## src/rtl/lr_pkg.sv

```systemverilog
// Shared types, constants and the coordinate clamp function for the line rasterizer.
// Used by lr_ctrl, lr_datapath and line_rasterizer_top; depends on nothing.
`default_nettype none

package lr_pkg;

    localparam int COORD_W     = 6;
    localparam int COLOR_W     = 32;
    localparam int CANVAS_SIZE = 64;
    localparam int ERR_W       = COORD_W + 3;
    localparam int IN_FIELDS_W = 4 * COORD_W + COLOR_W;
    localparam int IN_TDATA_W  = ((IN_FIELDS_W + 7) / 8) * 8;
    localparam int OUT_FIELDS_W = 2 * COORD_W + COLOR_W;
    localparam int OUT_TDATA_W  = ((OUT_FIELDS_W + 7) / 8) * 8;

    localparam logic [COORD_W-1:0] COORD_MAX = COORD_W'(CANVAS_SIZE - 1);

    typedef struct packed {
        logic load;
        logic setup;
        logic step;
    } lr_cmd_t;

    typedef struct packed {
        logic last;
    } lr_sts_t;

    function automatic logic [COORD_W-1:0] clamp_coord(input logic [COORD_W-1:0] v);
        clamp_coord = (v > COORD_MAX) ? COORD_MAX : v;
    endfunction

endpackage

`default_nettype wire

```

## src/rtl/lr_ctrl.sv

```systemverilog
// Line rasterizer controller: accept, setup and draw sequencing plus output valid.
// Depends on lr_pkg; drives lr_datapath through lr_cmd_t.
`default_nettype none

module lr_ctrl
    import lr_pkg::*;
(
    input  wire logic    clk,
    input  wire logic    rst_n,
    input  wire logic    in_valid,
    output logic         in_ready,
    output logic         out_valid,
    input  wire logic    out_ready,
    output lr_cmd_t      cmd,
    input  wire lr_sts_t sts
);

    typedef enum logic [1:0] {
        IDLE,
        SETUP,
        DRAW
    } state_t;

    state_t state_reg;
    state_t state_next;
    logic   out_valid_reg;
    logic   out_valid_next;
    logic   out_free;

    assign out_free  = !out_valid_reg || out_ready;
    assign in_ready  = (state_reg == IDLE);
    assign out_valid = out_valid_reg;

    always_comb
    begin
        state_next     = state_reg;
        out_valid_next = out_valid_reg && !out_ready;
        cmd            = '0;
        case (state_reg)
            IDLE:
            begin
                if (in_valid)
                begin
                    cmd.load   = 1'b1;
                    state_next = SETUP;
                end
            end
            SETUP:
            begin
                cmd.setup  = 1'b1;
                state_next = DRAW;
            end
            DRAW:
            begin
                if (out_free)
                begin
                    cmd.step       = 1'b1;
                    out_valid_next = 1'b1;
                    if (sts.last)
                    begin
                        state_next = IDLE;
                    end
                end
            end
            default:
            begin
                state_next = IDLE;
            end
        endcase
    end

    always_ff @(posedge clk or negedge rst_n)
    begin
        if (!rst_n)
        begin
            state_reg     <= IDLE;
            out_valid_reg <= 1'b0;
        end
        else
        begin
            state_reg     <= state_next;
            out_valid_reg <= out_valid_next;
        end
    end

`ifndef SYNTHESIS
    assert property (@(posedge clk) disable iff (!rst_n)
        cmd.step |-> (!out_valid_reg || out_ready))
        else $error("pixel step while output register is occupied");

    assert property (@(posedge clk) disable iff (!rst_n)
        (cmd.step && sts.last) |=> (state_reg == IDLE))
        else $error("no return to idle after last pixel");

    assert property (@(posedge clk) disable iff (!rst_n)
        (state_reg == SETUP) |=> (state_reg == DRAW))
        else $error("setup not followed by draw");

    assert property (@(posedge clk) disable iff (!rst_n)
        cmd.step |=> out_valid_reg)
        else $error("stepped pixel not presented");
`endif

endmodule

`default_nettype wire

```

## src/rtl/lr_datapath.sv

```systemverilog
// Line rasterizer datapath: endpoint clamp, axis swap and ordering, Bresenham step.
// Depends on lr_pkg; sequenced by lr_ctrl through lr_cmd_t.
`default_nettype none

module lr_datapath
    import lr_pkg::*;
(
    input  wire logic               clk,
    input  wire lr_cmd_t            cmd,
    output lr_sts_t                 sts,
    input  wire logic [COORD_W-1:0] start_x,
    input  wire logic [COORD_W-1:0] start_y,
    input  wire logic [COORD_W-1:0] end_x,
    input  wire logic [COORD_W-1:0] end_y,
    input  wire logic [COLOR_W-1:0] pen_color,
    output logic [COORD_W-1:0]      pixel_x,
    output logic [COORD_W-1:0]      pixel_y,
    output logic [COLOR_W-1:0]      pixel_color,
    output logic                    last_pixel
);

    logic [COORD_W-1:0] sx_reg, sy_reg, ex_reg, ey_reg;
    logic [COLOR_W-1:0] color_reg;

    logic [COORD_W-1:0]     major_reg, minor_reg, end_major_reg, dx_reg, ady_reg;
    logic                   up_reg, steep_reg;
    logic signed [ERR_W-1:0] err_reg;

    logic [COORD_W-1:0] pix_x_reg, pix_y_reg;
    logic [COLOR_W-1:0] pix_color_reg;
    logic               last_reg;

    // setup
    logic [COORD_W-1:0] adx, ady0;
    logic               steep;
    logic [COORD_W-1:0] a_maj, a_min, b_maj, b_min;
    logic               swap;
    logic [COORD_W-1:0] o_amaj, o_amin, o_bmaj, o_bmin;
    logic               up;

    always_comb
    begin
        adx    = (sx_reg > ex_reg) ? (sx_reg - ex_reg) : (ex_reg - sx_reg);
        ady0   = (sy_reg > ey_reg) ? (sy_reg - ey_reg) : (ey_reg - sy_reg);
        steep  = ady0 > adx;
        a_maj  = steep ? sy_reg : sx_reg;
        a_min  = steep ? sx_reg : sy_reg;
        b_maj  = steep ? ey_reg : ex_reg;
        b_min  = steep ? ex_reg : ey_reg;
        swap   = a_maj > b_maj;
        o_amaj = swap ? b_maj : a_maj;
        o_amin = swap ? b_min : a_min;
        o_bmaj = swap ? a_maj : b_maj;
        o_bmin = swap ? a_min : b_min;
        up     = o_bmin > o_amin;
    end

    // step
    logic signed [ERR_W-1:0] err_mag, two_dx, two_ady, err_adj, err_next;
    logic                    bump;
    logic [COORD_W-1:0]      minor_next;

    always_comb
    begin
        err_mag    = err_reg[ERR_W-1] ? -err_reg : err_reg;
        two_dx     = $signed({2'b00, dx_reg, 1'b0});
        two_ady    = $signed({2'b00, ady_reg, 1'b0});
        bump       = err_mag > $signed({3'b000, dx_reg});
        minor_next = bump ? (up_reg ? minor_reg + COORD_W'(1) : minor_reg - COORD_W'(1))
                          : minor_reg;
        err_adj    = bump ? (err_reg - two_dx) : err_reg;
        err_next   = err_adj + two_ady;
    end

    assign sts.last = (major_reg == end_major_reg);

    always_ff @(posedge clk)
    begin
        if (cmd.load)
        begin
            sx_reg    <= clamp_coord(start_x);
            sy_reg    <= clamp_coord(start_y);
            ex_reg    <= clamp_coord(end_x);
            ey_reg    <= clamp_coord(end_y);
            color_reg <= pen_color;
        end
        if (cmd.setup)
        begin
            steep_reg     <= steep;
            major_reg     <= o_amaj;
            minor_reg     <= o_amin;
            end_major_reg <= o_bmaj;
            dx_reg        <= o_bmaj - o_amaj;
            ady_reg       <= up ? (o_bmin - o_amin) : (o_amin - o_bmin);
            up_reg        <= up;
            err_reg       <= '0;
        end
        if (cmd.step)
        begin
            pix_x_reg     <= steep_reg ? minor_next : major_reg;
            pix_y_reg     <= steep_reg ? major_reg : minor_next;
            pix_color_reg <= color_reg;
            last_reg      <= sts.last;
            minor_reg     <= minor_next;
            major_reg     <= major_reg + COORD_W'(1);
            err_reg       <= err_next;
        end
    end

    assign pixel_x     = pix_x_reg;
    assign pixel_y     = pix_y_reg;
    assign pixel_color = pix_color_reg;
    assign last_pixel  = last_reg;

endmodule

`default_nettype wire

```

## src/rtl/line_rasterizer_top.sv

```systemverilog
// Line rasterizer top level: stream ports around lr_ctrl and lr_datapath.
// Depends on lr_pkg, lr_ctrl and lr_datapath.
//
// Usage:
//   Slave side takes one line segment per item: two endpoints and a pen color.
//   Coordinates of CANVAS_SIZE or more are saturated to CANVAS_SIZE-1.
//   Master side emits one pixel per item in rising order of the major axis;
//   tlast marks the final pixel of each line.
// Timing:
//   s_tready is high only while no line is in progress. The accepting edge
//   loads the segment, the next cycle sets up the line, and in the draw state
//   the first pixel is stepped into the output register once that is free.
//   Pixels then follow one per cycle while m_tready does not hold them, set by
//   the single step unit. A line has N pixels (N = max(|dx|,|dy|)+1, 1 to 64).
//   The next line is accepted while the last pixel of the previous one still
//   waits in the output register.
// Reset and stall:
//   rst_n clears the sequencer and the output valid; any line in progress is
//   dropped. When m_tready is low the pixel holds and stepping pauses.
`default_nettype none

module line_rasterizer_top
    import lr_pkg::*;
(
    input  wire logic                  clk,
    input  wire logic                  rst_n,
    input  wire logic                  s_tvalid,
    output logic                       s_tready,
    // start_x, start_y, end_x, end_y, pen_color from bit 0 up; no pad bits
    input  wire logic [IN_TDATA_W-1:0] s_tdata,
    output logic                       m_tvalid,
    input  wire logic                  m_tready,
    // pixel_x, pixel_y, pixel_color, zero pad
    output logic [OUT_TDATA_W-1:0]     m_tdata,
    output logic                       m_tlast
);

    lr_cmd_t            cmd;
    lr_sts_t            sts;
    logic [COORD_W-1:0] pixel_x, pixel_y;
    logic [COLOR_W-1:0] pixel_color;

    lr_ctrl u_ctrl (
        .clk       (clk),
        .rst_n     (rst_n),
        .in_valid  (s_tvalid),
        .in_ready  (s_tready),
        .out_valid (m_tvalid),
        .out_ready (m_tready),
        .cmd       (cmd),
        .sts       (sts)
    );

    lr_datapath u_datapath (
        .clk         (clk),
        .cmd         (cmd),
        .sts         (sts),
        .start_x     (s_tdata[COORD_W-1:0]),
        .start_y     (s_tdata[2*COORD_W-1:COORD_W]),
        .end_x       (s_tdata[3*COORD_W-1:2*COORD_W]),
        .end_y       (s_tdata[4*COORD_W-1:3*COORD_W]),
        .pen_color   (s_tdata[IN_FIELDS_W-1:4*COORD_W]),
        .pixel_x     (pixel_x),
        .pixel_y     (pixel_y),
        .pixel_color (pixel_color),
        .last_pixel  (m_tlast)
    );

    assign m_tdata = {{(OUT_TDATA_W - OUT_FIELDS_W){1'b0}}, pixel_color, pixel_y, pixel_x};

endmodule

`default_nettype wire
```

## config.mk

```make
export PLATFORM = sky130hd
export DESIGN_NAME = line_rasterizer_top
export DESIGN_NICKNAME = d
export VERILOG_FILES = /design/src/rtl/lr_pkg.sv /design/src/rtl/lr_ctrl.sv /design/src/rtl/lr_datapath.sv /design/src/rtl/line_rasterizer_top.sv
export SDC_FILE = /design/constraint.sdc
export NUM_CORES = 1
export LEC_CHECK = 0
export BUFFER_PORTS_ARGS = -buffer_cell sky130_fd_sc_hd__buf_2
export CELL_PAD_IN_SITES_DETAIL_PLACEMENT = 1
export CELL_PAD_IN_SITES_GLOBAL_PLACEMENT = 1
export CORE_AREA = 10 10 141 176
export CTS_CLUSTER_DIAMETER = 80
export DETAILED_ROUTE_END_ITERATION = 8
export DIE_AREA = 0 0 151 186
export GPL_TIMING_DRIVEN = 0
export PLACE_DENSITY = 0.82
export SETUP_SLACK_MARGIN = 0.02
export SLEW_MARGIN = 20
export SYNTH_ARGS = -nofsm -noshare
export SYNTH_HDL_FRONTEND = slang
export SYNTH_SLANG_ARGS = --single-unit
export TNS_END_PERCENT = 1
```

## constraint.sdc

```tcl
create_clock -name clk -period 8.95 [get_ports clk]
set_clock_uncertainty 0.1 [all_clocks]
set_input_delay 1.3425 -clock clk [delete_from_list [all_inputs] [get_ports clk]]
set_output_delay 1.3425 -clock clk [all_outputs]
set_load 0.005 [all_outputs]
```

==> results.toml <==
[clock_tree]
htree_levels = 4
cts_tree = "done"
cts-root-buf = "clkbuf_16"
clkSinkCount = 144
cts_buffers = 17
clock_path_buffers = 2
cts_hold_buffers = 0
clk_pin_slew_ns = 0.07
clock_latency_ns = 0.44

[setup_path]
critical_path_required_ns = 9.01
max_stage_delay_ns = 0.49
worstPathArrival_ns = 9.10
critical-path-slowest-cell = "edfxtp_1"
r2r_slack_ns = -0.09
path_class = "reg -> reg"
start_kind = "flop"
crit_path_max_fanout = 10
endpoint_kind = "flop"

[timing]
slew_headroom_pct = 38.4
period_share_pct = 101
worstMarginPinSlew_ns = 0.921
hold_violations = 0
finalSetupViolCount = 2
finalMaxSlewViolations = 0
setup_tns_ns = -0.132
clock.fmax_mhz = 111
setup_ws_ns = -0.0883
fin_crit_ns = 9.04

[placement]
place.gp.congestion = 0.903
dpl_cell_area_mm2 = 0.00963
placed_cells_incl_taps = 1181
hpwlAfterDp_um = 19500
io_buffers = 82

[die]
start_util_pct = 41.5
io-pin-count = 111
core-area_mm2 = 0.0213
fp.dieArea_mm2 = 0.0281
rows = 60
die_x_um = 151
die_h_um = 186

[global_routing]
grt_max_degree = 57
antenna_found_initial = 0
grt_usage_pct = 18.6
overflow = 0
grt_pass1_vias = 7445
grt_pass1_wl_um = 40700

[layout]
antennaDiodeCount = 0
nets = 1110
stdcell_count = 1272
area_growth_pct = 24.6
drive_gt1_share_pct = 25.4
final_core_util_pct = 51.8
nFillCells = 2324
stdcell_area_mm2 = 0.0110
layout_commonest_cell = "edfxtp_1"
final_cell_mix = "141 x edfxtp_1, 84 x buf_2, 64 x nand2_1, 64 x a21oi_1, 62 x buf_4"

[routing]
drtIter0Drc = 571
via_count = 7280
final_antenna_net_count = 0
wire_per_inst_um = 22.6
drc_errors = 0
drt-pass1-iter-count = 5
vias_per_cell = 5.72
finalWirelength_um = 28700

[synth]
synth_cells = 817
synth_edf_count = 141
synth-compound-area-share_pct = 14.9
synth_flop_cell = "edfxtp_1"
synth_area_per_cell_um2 = 10.8
ys_warn_count = 0
synthArstFlopShare_pct = 2.08
ys_seq_area_share_pct = 48.7
muxShareOfSynthArea_pct = 5.12
synth-simple-area-share_pct = 10.2
synth_xor_area_share_pct = 5.03
synth_cell_types = 71
synthAdderAreaFrac_pct = 10.7
ys_ff_latch = 144
synth_top_family_by_area = "compound AO/OA/AOI/OAI gates"
synth_area_mm2 = 0.00885

[run_status]
violations = "setup timing"
outcome = "finished with violations"

[job]
cap_violations = 0

[min_path]
hp-class = "reg -> reg"
==> synth_stat cells (all sizes together) (2+ instances only) <==
cell | instances | area [µm²]
edfxtp | 141 | 4230
a21oi | 71 | 359
nand2 | 64 | 240
ha | 63 | 788
nor2 | 60 | 225
inv | 59 | 221
o21ai | 41 | 220
mux2i | 37 | 370
xnor2 | 37 | 332
clkbuf | 36 | 135
a21o | 34 | 255
buf | 19 | 105
nor3 | 13 | 65.1
xor2 | 13 | 114
nand2b | 10 | 62.6
o211ai | 10 | 80.1
nand3 | 8 | 40.0
fa | 7 | 140
o21bai | 7 | 63.8
a211oi | 6 | 60.1
nor2b | 6 | 37.5
a31oi | 5 | 31.3
and2 | 5 | 31.3
mux2 | 5 | 60.1
nand4 | 5 | 31.3
and3 | 4 | 25.0
and4 | 4 | 35.0
a221oi | 3 | 26.3
dfrtp | 3 | 75.1
o21a | 3 | 22.5
o22ai | 3 | 18.8
a22oi | 2 | 28.8
a311oi | 2 | 23.8
and2b | 2 | 15.0
and3b | 2 | 17.5
maj3 | 2 | 20.0
nor3b | 2 | 15.0
nor4 | 2 | 12.5
o211a | 2 | 20.0
o31ai | 2 | 33.8
or3 | 2 | 12.5
==> cell type report <==
type,instances,area [µm²],area share [%]
buffer,52,330,2.99
clock buffer,17,425,3.85
clock inverter,15,189,1.71
inverter,60,225,2.04
multi-input combinational,561,4310,39.0
sequential,144,4310,39.0
tap,279,349,3.16
timing repair buffer,144,900,8.15
==> worst max-delay path, delay by kind of cell, from the launching register on <==
family / cells / cell delay (ns)
AOI/OAI and AO/OA: 14 / 2.81
xor gates and xnor gates: 2 / 0.37
adders and majority gates: 7 / 2.08
buffers and inverters: 11 / 1.48
DFF: 1 / 0.49
muxes: 3 / 0.73
and+or+nand+nor: 6 / 0.67
==> repair_timing <==
action                     4_1_cts  5_1_grt
resized for setup               52       35
pin swaps                       13       25
setup endpoints to repair        7        6
buffers inserted                21       41
cloned                           0        0
==> final timing paths <==
check                                         from                        end  cells past startpoint
min                        u_datapath.color_reg[3]  u_datapath.pixel_color[3]                      0
max reg2reg                   u_datapath.ey_reg[0]      u_datapath.ady_reg[1]                     43
min reg2reg                u_datapath.color_reg[3]  u_datapath.pixel_color[3]                      0
min in group asynchronous                    rst_n        u_ctrl.state_reg[0]                      1
max                           u_datapath.ey_reg[0]      u_datapath.ady_reg[1]                     43
max in group asynchronous                    rst_n           u_ctrl.out_valid                      1
==> per-stage QoR <==
| stage | setup slack, ns | hold WS [ns] |
|---|---|---|
| after detailed placement | -1.77 | 0.306 |
| after floorplan | 0.182 | 0.300 |
| final | -0.0883 | 0.321 |
| after global routing | -0.304 | 0.321 |
| after global placement | -1.66 | 0.300 |
| after CTS | 0.0320 | 0.322 |
==> logic make-up (layout without fill, tap and decap cells) <==
group	count (synthesis)	count (layout)
adders and majority gates	72	72
muxes	43	43
xor gates and xnor gates	50	50
DFF	144	144
and+or+nand+nor	194	194
buffers and inverters	115	288
other	1	4
AOI/OAI and AO/OA	198	198
==> per-layer routing <==
layer	up-vias	part of all wire, %	track usage [%]
li1	3245	-	-
met1	3620	36	19.4
met2	301	54	34.6
met3	114	5.3	3.40
met4	0	5.0	9.56
met5	-	0	0
Power is left out: the tool's default activity adds up to more than one toggle a clock period on the data nets, which glitch-free logic cannot reach.
